$ cat config.mk
export PLATFORM = sky130hd
export DESIGN_NAME = octree_box_placement
export DESIGN_NICKNAME = d
export VERILOG_FILES = /design/src/hw/rtl/obp_pkg.sv /design/src/hw/rtl/obp_ctrl.sv /design/src/hw/rtl/obp_dpath.sv /design/src/hw/rtl/octree_box_placement.sv
export SDC_FILE = /design/constraint.sdc
export NUM_CORES = 2
export LEC_CHECK = 0
export ABC_AREA = 1
export BUFFER_PORTS_ARGS = -buffer_cell sky130_fd_sc_hd__buf_2
export CAP_MARGIN = 20
export CORE_UTILIZATION = 50
export CTS_CLUSTER_DIAMETER = 150
export DETAILED_ROUTE_END_ITERATION = 8
export PLACE_DENSITY = 0.67
export RECOVER_POWER = 50
export SLEW_MARGIN = 40
export SYNTH_ARGS = -nofsm -noshare
export SYNTH_HDL_FRONTEND = slang
export SYNTH_HIERARCHICAL = 1
export SYNTH_SLANG_ARGS = --single-unit
$ cat constraint.sdc
create_clock -name clk -period 18.3 [get_ports clk]
set_input_delay 3.66 -clock clk [delete_from_list [all_inputs] [get_ports clk]]
set_output_delay 3.66 -clock clk [all_outputs]
set_load 0.02 [all_outputs]
$ cat src/hw/rtl/obp_pkg.sv
package obp_pkg;

	localparam int COORD_W = 32;
	localparam int DEPTH_W = 4;
	localparam int PATH_W = 24;
	localparam int CFG_IDX_W = 3;
	localparam int MAX_LEVELS_DEF = 8;
	localparam logic [DEPTH_W-1:0] DEPTH_LIMIT_RST = 4'd8;

	typedef enum logic [CFG_IDX_W-1:0] {
		REG_ROOT_MIN_X,
		REG_ROOT_MIN_Y,
		REG_ROOT_MIN_Z,
		REG_ROOT_MAX_X,
		REG_ROOT_MAX_Y,
		REG_ROOT_MAX_Z,
		REG_DEPTH_LIMIT
	} cfg_reg_t;

	typedef enum logic [1:0] {
		REASON_STRADDLE,
		REASON_NO_FIT,
		REASON_DEPTH,
		REASON_OUTSIDE
	} reason_t;

	typedef struct packed {
		logic signed [COORD_W-1:0] box_min_x;
		logic signed [COORD_W-1:0] box_min_y;
		logic signed [COORD_W-1:0] box_min_z;
		logic signed [COORD_W-1:0] box_max_x;
		logic signed [COORD_W-1:0] box_max_y;
		logic signed [COORD_W-1:0] box_max_z;
	} box_t;

	typedef struct packed {
		logic [DEPTH_W-1:0] placement_depth;
		logic [PATH_W-1:0]  octant_path;
		logic [1:0]         stop_reason;
	} place_t;

	typedef struct packed {
		logic    load;
		logic    descend;
		logic    emit;
		reason_t reason;
	} obp_cmd_t;

	typedef struct packed {
		logic outside;
		logic straddle;
		logic at_limit;
		logic no_fit;
	} obp_status_t;

endpackage

$ cat src/hw/rtl/obp_ctrl.sv
module obp_ctrl (
	input  logic                 clk,
	input  logic                 arst_n,
	input  logic                 box_valid,
	output logic                 box_ready,
	output logic                 place_valid,
	input  logic                 place_ready,
	input  obp_pkg::obp_status_t status,
	output obp_pkg::obp_cmd_t    cmd
);
	import obp_pkg::*;

	typedef enum logic [1:0] {
		ST_IDLE,
		ST_ROOT,
		ST_STEP
	} state_t;

	state_t state_q;
	logic   valid_q;
	logic   out_free;

	always_comb begin
		out_free = !valid_q || place_ready;
		box_ready = (state_q == ST_IDLE);
		place_valid = valid_q;
		cmd = '0;
		cmd.reason = REASON_STRADDLE;
		case (state_q)
			ST_IDLE: begin
				cmd.load = box_valid;
			end
			ST_ROOT: begin
				if (status.outside) begin
					cmd.emit = out_free;
					cmd.reason = REASON_OUTSIDE;
				end
			end
			ST_STEP: begin
				if (status.straddle) begin
					cmd.emit = out_free;
					cmd.reason = REASON_STRADDLE;
				end else if (status.at_limit) begin
					cmd.emit = out_free;
					cmd.reason = REASON_DEPTH;
				end else if (status.no_fit) begin
					cmd.emit = out_free;
					cmd.reason = REASON_NO_FIT;
				end else begin
					cmd.descend = 1'b1;
				end
			end
			default: begin
				cmd = '0;
			end
		endcase
	end

	always_ff @(posedge clk or negedge arst_n) begin
		if (!arst_n) begin
			state_q <= ST_IDLE;
			valid_q <= 1'b0;
		end else begin
			if (cmd.emit) begin
				valid_q <= 1'b1;
			end else if (place_ready) begin
				valid_q <= 1'b0;
			end
			case (state_q)
				ST_IDLE: begin
					if (box_valid) begin
						state_q <= ST_ROOT;
					end
				end
				ST_ROOT: begin
					if (!status.outside) begin
						state_q <= ST_STEP;
					end else if (cmd.emit) begin
						state_q <= ST_IDLE;
					end
				end
				ST_STEP: begin
					if (cmd.emit) begin
						state_q <= ST_IDLE;
					end
				end
				default: begin
					state_q <= ST_IDLE;
				end
			endcase
		end
	end

endmodule

$ cat src/hw/rtl/obp_dpath.sv
module obp_dpath #(
	parameter int MAX_LEVELS = obp_pkg::MAX_LEVELS_DEF
) (
	input  logic                              clk,
	input  logic                              arst_n,
	input  logic                              cfg_we,
	input  logic [obp_pkg::CFG_IDX_W-1:0]     cfg_idx,
	input  logic [obp_pkg::COORD_W-1:0]       cfg_data,
	input  obp_pkg::box_t                     box,
	input  obp_pkg::obp_cmd_t                 cmd,
	output obp_pkg::obp_status_t              status,
	output obp_pkg::place_t                   place
);
	import obp_pkg::*;

	localparam int EW = COORD_W + 2;
	localparam int DW = $clog2(MAX_LEVELS + 1);
	localparam int LW = (DW > DEPTH_W) ? DW : DEPTH_W;
	localparam int PW = 3 * MAX_LEVELS;
	localparam int PXW = (PW > PATH_W) ? PW : PATH_W;

	// configuration
	logic signed [COORD_W-1:0] root_lo_q [3];
	logic signed [COORD_W-1:0] root_hi_q [3];
	logic [DEPTH_W-1:0]        limit_q;

	// working cell and box terms
	logic signed [COORD_W-1:0] bmin_q [3];
	logic signed [COORD_W-1:0] bmax_q [3];
	logic signed [COORD_W:0]   tmin2_q [3];
	logic signed [COORD_W:0]   tmax2_q [3];
	logic signed [COORD_W:0]   bsum_q [3];
	logic signed [COORD_W+1:0] bext2_q [3];
	logic signed [COORD_W-1:0] lo_q [3];
	logic signed [COORD_W-1:0] hi_q [3];
	logic [DW-1:0]             depth_q;
	logic [PW-1:0]             path_q;
	place_t                    place_q;

	logic signed [COORD_W-1:0] in_min [3];
	logic signed [COORD_W-1:0] in_max [3];
	logic signed [EW-1:0]      csum [3];
	logic signed [EW-1:0]      cext [3];
	logic signed [EW-1:0]      half [3];
	logic signed [COORD_W:0]   bdiff [3];
	logic [2:0]                oct;
	logic [LW-1:0]             limit_ext;
	logic [LW-1:0]             limit_eff;
	logic [LW-1:0]             depth_ext;
	logic [PXW-1:0]            path_ext;

	always_comb begin
		in_min[0] = box.box_min_x;
		in_min[1] = box.box_min_y;
		in_min[2] = box.box_min_z;
		in_max[0] = box.box_max_x;
		in_max[1] = box.box_max_y;
		in_max[2] = box.box_max_z;
		status = '0;
		oct = '0;
		for (int a = 0; a < 3; a++) begin
			bdiff[a] = (COORD_W + 1)'(in_max[a]) - (COORD_W + 1)'(in_min[a]);
			csum[a] = EW'(lo_q[a]) + EW'(hi_q[a]);
			cext[a] = EW'(hi_q[a]) - EW'(lo_q[a]);
			half[a] = csum[a] >>> 1;
			if (bmin_q[a] < root_lo_q[a] || bmax_q[a] > root_hi_q[a]) begin
				status.outside = 1'b1;
			end
			if (EW'(tmax2_q[a]) > csum[a] && EW'(tmin2_q[a]) < csum[a]) begin
				status.straddle = 1'b1;
			end
			if (EW'(bext2_q[a]) > cext[a]) begin
				status.no_fit = 1'b1;
			end
			oct[a] = (EW'(bsum_q[a]) > csum[a]);
		end
		limit_ext = LW'(limit_q);
		limit_eff = (limit_ext > LW'(MAX_LEVELS)) ? LW'(MAX_LEVELS) : limit_ext;
		depth_ext = LW'(depth_q);
		status.at_limit = (depth_ext >= limit_eff);
		path_ext = PXW'(path_q);
		place = place_q;
	end

	always_ff @(posedge clk or negedge arst_n) begin
		if (!arst_n) begin
			for (int a = 0; a < 3; a++) begin
				root_lo_q[a] <= '0;
				root_hi_q[a] <= '0;
			end
			limit_q <= DEPTH_LIMIT_RST;
		end else if (cfg_we) begin
			case (cfg_idx)
				REG_ROOT_MIN_X: root_lo_q[0] <= cfg_data;
				REG_ROOT_MIN_Y: root_lo_q[1] <= cfg_data;
				REG_ROOT_MIN_Z: root_lo_q[2] <= cfg_data;
				REG_ROOT_MAX_X: root_hi_q[0] <= cfg_data;
				REG_ROOT_MAX_Y: root_hi_q[1] <= cfg_data;
				REG_ROOT_MAX_Z: root_hi_q[2] <= cfg_data;
				REG_DEPTH_LIMIT: limit_q <= cfg_data[DEPTH_W-1:0];
				default: ;
			endcase
		end
	end

	always_ff @(posedge clk) begin
		if (cmd.load) begin
			for (int a = 0; a < 3; a++) begin
				bmin_q[a] <= in_min[a];
				bmax_q[a] <= in_max[a];
				tmin2_q[a] <= {in_min[a], 1'b0};
				tmax2_q[a] <= {in_max[a], 1'b0};
				bsum_q[a] <= (COORD_W + 1)'(in_min[a]) + (COORD_W + 1)'(in_max[a]);
				bext2_q[a] <= {bdiff[a], 1'b0};
				lo_q[a] <= root_lo_q[a];
				hi_q[a] <= root_hi_q[a];
			end
			depth_q <= '0;
			path_q <= '0;
		end else if (cmd.descend) begin
			for (int a = 0; a < 3; a++) begin
				if (oct[a]) begin
					lo_q[a] <= half[a][COORD_W-1:0];
				end else begin
					hi_q[a] <= half[a][COORD_W-1:0];
				end
			end
			depth_q <= depth_q + 1'b1;
			path_q <= path_q | (PW'(oct) << (3 * depth_q));
		end
		if (cmd.emit) begin
			place_q.placement_depth <= depth_ext[DEPTH_W-1:0];
			place_q.octant_path <= path_ext[PATH_W-1:0];
			place_q.stop_reason <= cmd.reason;
		end
	end

endmodule

$ cat src/hw/rtl/octree_box_placement.sv
// flow: a box is loaded and checked against the root; one outside the root is placed
//   at the root, else the cell descends until the box straddles, reaches the depth
//   limit (at most MAX_LEVELS) or no longer fits; emission waits for output room
// one shared level unit walks the cell down one level per cycle, one box at a time
// reset: control and configuration cleared at once (root bounds 0, depth limit 8),
//   ready as soon as reset is released
module octree_box_placement #(
	parameter int MAX_LEVELS = obp_pkg::MAX_LEVELS_DEF
) (
	input  logic                          clk,
	input  logic                          arst_n,
	input  logic                          cfg_we,
	input  logic [obp_pkg::CFG_IDX_W-1:0] cfg_idx,
	input  logic [obp_pkg::COORD_W-1:0]   cfg_data,
	input  logic                          box_valid,
	output logic                          box_ready,
	input  obp_pkg::box_t                 box,
	output logic                          place_valid,
	input  logic                          place_ready,
	output obp_pkg::place_t               place
);
	import obp_pkg::*;

	obp_cmd_t    cmd;
	obp_status_t status;

	obp_ctrl u_ctrl (
		.clk         (clk),
		.arst_n      (arst_n),
		.box_valid   (box_valid),
		.box_ready   (box_ready),
		.place_valid (place_valid),
		.place_ready (place_ready),
		.status      (status),
		.cmd         (cmd)
	);

	obp_dpath #(
		.MAX_LEVELS (MAX_LEVELS)
	) u_dpath (
		.clk      (clk),
		.arst_n   (arst_n),
		.cfg_we   (cfg_we),
		.cfg_idx  (cfg_idx),
		.cfg_data (cfg_data),
		.box      (box),
		.cmd      (cmd),
		.status   (status),
		.place    (place)
	);

`ifndef ASSERT_OFF
	a_one_box_at_a_time: assert property (@(posedge clk) disable iff (!arst_n)
		box_valid && box_ready |=> !box_ready)
		else $error("box accepted while busy");

	a_outside_at_root: assert property (@(posedge clk) disable iff (!arst_n)
		place_valid && place.stop_reason == REASON_OUTSIDE
		|-> place.placement_depth == '0 && place.octant_path == '0)
		else $error("outside box not placed at root");

	a_depth_bound: assert property (@(posedge clk) disable iff (!arst_n)
		place_valid |-> (MAX_LEVELS > 15) || (int'(place.placement_depth) <= MAX_LEVELS))
		else $error("placement deeper than level count");

	a_emit_needs_slot: assert property (@(posedge clk) disable iff (!arst_n)
		cmd.emit |-> !place_valid || place_ready)
		else $error("result overwritten before taken");
`endif

endmodule
# ---- After elaboration in Yosys (flattened, before gate mapping)
# Memory sizes are Yosys's and may differ from the RTL's.
# Index checks and enable logic that the tools add are counted.
dict set report totals {
  input_bits 232
  ff_bits 257
  ramBits 774
  out_inout_bits 32
  n_memories 8
  elab_cells 149
}
# memory depth word_bits rd rd_ports_with_merged_regs write_ports line
set mem_list {}
lappend mem_list {u_dpath.bext2_q 3 33 3 0 3 obp_dpath.sv:33} ;# logic signed [COORD_W+1:0] bext2_q [3];
lappend mem_list {u_dpath.bsum_q 3 33 3 0 3 obp_dpath.sv:32} ;# logic signed [COORD_W:0] bsum_q [3];
lappend mem_list {u_dpath.bmax_q 3 32 3 0 3 obp_dpath.sv:29} ;# logic signed [COORD_W-1:0] bmax_q [3];
lappend mem_list {u_dpath.bmin_q 3 32 3 0 3 obp_dpath.sv:28} ;# logic signed [COORD_W-1:0] bmin_q [3];
lappend mem_list {u_dpath.hi_q 3 32 3 0 3 obp_dpath.sv:35} ;# logic signed [COORD_W-1:0] hi_q [3];
lappend mem_list {u_dpath.lo_q 3 32 3 0 3 obp_dpath.sv:34} ;# logic signed [COORD_W-1:0] lo_q [3];
lappend mem_list {{2 more memories} -- -- -- -- -- --}
dict set report op_classes {
  reduce_logical 18
  eq_ne 9
  n_lt_le_gt_ge 20
  multipliers 1
  shift 1
  n_mux 58
  n_bitwise 7
  addsub 13
}
# operator count
set op_table {}
lappend op_table {{$add 32x32->33} 6}
lappend op_table {{$gt 33x33->1} 6}
lappend op_table {{$sub 32x32->33} 6}
lappend op_table {{$mux 32} 6}
lappend op_table {{$gt 34x34->1} 3}
lappend op_table {{$lt 33x33->1} 3}
lappend op_table {{$gt 32x32->1} 3}
lappend op_table {{$lt 32x32->1} 3}
lappend op_table {{$mux 1} 42}
lappend op_table {{$or 24x24->24} 1}
lappend op_table {{$shl 3x6->24} 1}
lappend op_table {{$reduce_and 2->1} 7}
lappend op_table {{$mux 3} 4}
lappend op_table {{$eq 3x3->1 const B} 3}
lappend op_table {{$eq 3x2->1 const B} 2}
lappend op_table {{$mul 2x4->6 const A} 1}
lappend op_table {{$mux 2} 3}
lappend op_table {{$or 1x1->1} 6}
lappend op_table {{$pmux 2 s3} 1}
lappend op_table {{$pmux 3 s2} 1}
lappend op_table {{$add 4x1->4 const B} 1}
lappend op_table {{$ge 4x4->1} 1}
lappend op_table {{$gt 4x4->1 const B} 1}
lappend op_table {{$logic_or 1x1->1} 4}
lappend op_table {{10 further kinds} 12}

# ---- Logic depth before layout (Yosys ltp)
# An unclocked memory read counts as a cell.
dict set report depth {
  depth_word 14
  depth_mapped 45
  mapped_depth_nobuf 42
}

# ---- By module
# The synthesis kept the hierarchy.
# module area_per_inst_um2 seq_area_each_um2 cells_per_inst n_inst
set modules_own_cells {}
lappend modules_own_cells {obp_dpath 62758.9 23754.0 7389 1}
lappend modules_own_cells {obp_ctrl 325.3 75.1 49 1}

# ---- Worst setup path after synthesis
# No wires, ideal clock.
dict set report synth_timing {
  kind {input -> register}
  from {in box_valid}
  to {mem u_dpath.lo_q[1][0], in the netlist u_dpath/lo_q[0][32] (enable)}
  n_path_buf 2
  setup_time_ns 0.466
  stages 6
  t_arrival_ns 13.070
  required_ns 17.834
  slack_ns 4.764
  cell_sequence {nand2_1 > inv_1 > clkbuf_1 > inv_1 > clkbuf_1 > o21ai_0}
}
# element line
set synth_lines {}
lappend synth_lines {{start, declared} octree_box_placement.sv:15} ;# input logic box_valid,
lappend synth_lines {{end, declared} obp_dpath.sv:34}

==> impl_metrics.toml <==
[status]
status = "complete, but fails checks"
violations = "capacitance limit, slew limit"

[setup_path]
crit_arrival_ps = 10400
startpoint_type = "primary input"
cp.required_ps = 18870
r2r_cells = 33
worst_setup_path_end_kind = "register"
r2r_end = "u_dpath/hi_q[0][68]"
criticalPathCategory = "primary input to register"
cp-startpoint = "box_valid"
rr_startpoint = "u_dpath/hi_q[0][64]"
regToRegSetupSlack_ps = 9000
worst-path-max-fanout = 83

[hold_path]
hold_depth = 0
min_to = "u_dpath/place[4]"
hold_class = "register to register"
hold_start = "u_dpath/path_ext[2]"

[timing]
hold_viol_final = 0
final-setup-viol-count = 0
finalClockSkew_ps = 47.9
worstMarginPinSlew_ps = 3900
fin_crit_sh_pct = 53.7
clock.fmax_ghz = 0.102
rsz0062_at_grt = "no"
min_period_ps = 9820
setup_tns_ps = 0
slew_headroom_pct = -160
slew_violations = 796

[clock_network]
cts_hold_buf = 0
cts-root-buf = "clkbuf_16"
clkSinkCount = 836
numCtsBuffers = 97
post_cts_resized = 0
ctsHtreeMaxLevel = 3
clkSlewWorstSetupHoldPaths_ps = 60
clk_latency_ps = 730
clock_path_buffers = 3
post_cts_buffers = 0
cts_tree = "built"

[die]
die_h_um = 357
row_count = 129
io_pins = 264
start_util_pct = 50.7
dieArea_mm2 = 0.128
coreArea_mm2 = 0.124
die_w_um = 357

[layout]
layout-drive-gt1-share_pct = 4.31
nets = 8801
area_delta_synth_final_pct = 9.03
instances_no_fill = 9331

[job]
drv_cap = 12

[yosys]
synth-seq-cells = 836
synth.distinct_cells = 55
synthesis.area_mm2 = 0.0631
syn_inst = 7438
yosys-top-cells-area = "edfxtp_1 29%, ha_1 19%, nand2_1 8.3%"
ys.flop_type = "edfxtp_1"
synth_top_area_cell = "edfxtp_1"
syn_avg_cell_area_um2 = 8.48
ys.warnings.count = 6
syn_nets = 8637
postSynth.asyncResetShare_pct = 23.8
synth-edff-count = 609
ys_seq_area_share_pct = 37.8
synth_top_cell_area_share_pct = 29.0

[power_and_ir_drop]
total_leakage_power_nw = 33.1
powerDensity_mw_per_mm2 = 150
ir_drop_mv = 0.0888
power_mw = 10.3

[global_routing]
antenna_found_initial = 5
grt_max_degree = 84
grt_pass1_vias = 49700
track_usage_pct = 29.8
globalRouteOverflowTotal = 0
grt_pass1_wl_um = 291000

[detailed_routing]
routedWlPerCell_um = 20.6
routed-via-count = 52600
via_per_inst = 5.64
ant_nets = 0
remaining_drc_errors = 0
firstDrtPassIters = 5
drt_wl_total_um = 193000
drtIter0Drc = 5351

[place]
io_buffers = 263
place_inst = 9140
place.gp.congestion = 0.976
hpwl_um = 150000
-- stage by stage --
| step | util, % | setup slack, ps | cell area [µm²] | hold slack, ps |
|---|---|---|---|---|
| floorplan | - | 4760 | 63100 | 408 |
| detailed placement | 52.9 | 9240 | 65800 | 413 |
| CTS | 55.5 | 9180 | 69100 | 419 |
| global placement | 52.8 | 9060 | 65700 | 413 |
| global route | 55.3 | 7790 | 68800 | 435 |
| finish | 55.3 | 8480 | 68800 | 413 |
-- per-layer routing --
metal,wire (µm),global-route usage [%],share of wire (%),vias up
met3,17700,5.62,9.2,257
met2,82100,44.8,43,2074
li1,-,-,-,25400
met1,87500,43.4,45,24900
met4,5180,8.94,2.7,2
met5,8,0,0.0042,-
-- how the worst max path moves through the flow --
stage | endpoint | cells after the start
floorplan | u_dpath/lo_q[0][32] | 6
global placement | u_dpath/hi_q[0][68] | 33
detailed placement | u_dpath/hi_q[0][68] | 33
CTS | u_dpath/hi_q[0][68] | 33
global route | u_ctrl/place_valid | 2
finish | u_dpath/hi_q[0][68] | 9
-- final cells by class --
| type | instances | area (µm²) |
|---|---|---|
| Fill cell | 11500 | 55700 |
| Multi-Input combinational cell | 5180 | 33800 |
| Sequential cell | 836 | 23800 |
| Inverter | 1190 | 4470 |
| Clock buffer | 128 | 2660 |
| Tap cell | 1637 | 2050 |
| Timing Repair Buffer | 297 | 1300 |
| Clock inverter | 55 | 656 |
| Antenna cell | 8 | 20.0 |
-- worst max-delay path, stage by stage --
cell and delay, ps:
clkbuf_1 110, nand2_1 100, clkinvlp_2 2610, inv_1 1750, nand3_4 510, nand3_4 590
buf_4 750, nand2_1 120, nand2_1 100
-- sequential cells by signal, summed over array words and instances, names as in the netlist --
register and flops:
u_dpath/depth_ext 4, u_dpath/root_lo_q 96, u_dpath/path_ext 24, u_dpath/place 30, u_dpath/bext2_q 99, u_ctrl/place_valid 1, u_dpath/root_hi_q 96, u_dpath/hi_q 96
u_dpath/lo_q 96, u_dpath/bsum_q 96, u_dpath/limit_ext 4, u_dpath/tmin2_q 96, u_ctrl/state_q 2, u_dpath/bmax_q 96
-- synthesized netlist by cell type, types with 28 or more instances --
library cell  count
a21boi_0         54
dfrtp_1         198
edfxtp_1        609
nor2_1          397
a21oi_1         671
nand2_1        1393
a211oi_1         31
nand4_1         203
ha_1            955
o21bai_1         36
buf_2            50
dfxtp_1          28
a31oi_1          57
o21ai_0         369
clkbuf_1        161
inv_1          1162
nand3_1         261
xor2_1          357
o21ai_1          39
o211ai_1         34
nor3_1           84
-- cells in the final DEF, fill, tap and decap left out, types with 36 or more instances in the layout --
cell	instances
nor3_1	84
clkbuf_1	248
edfxtp_1	609
inv_1	1158
nand4_1	203
o21bai_1	36
a21boi_0	59
a21oi_1	671
a31oi_1	57
ha_1	955
nand2_1	1392
nand3_1	260
buf_2	45
clkbuf_16	99
xor2_1	357
nor2_1	396
o21ai_0	365
o21ai_1	40
dfrtp_1	198
-- cell families (layout without fill, tap and decap cells) --
kind of cell	Yosys count	count (layout)	share of synthesized area, %
and+or+nand+nor	2422	2422	16.4
xor gates and xnor gates	370	370	5.14
buffers and inverters	1422	1670	8.74
other	0	8	0
DFF	836	836	37.8
AOI/OAI and AO/OA	1421	1421	12.6
adders and majority gates	967	967	19.3
-- power breakdown --
group,total (mW),switching [mW],internal (mW)
clock,2.03,0.855,1.17
combinational,5.38,3.62,1.76
sequential,2.91,0.313,2.60
total,10.3,4.79,5.53
(Power assumes the default switching activity.)
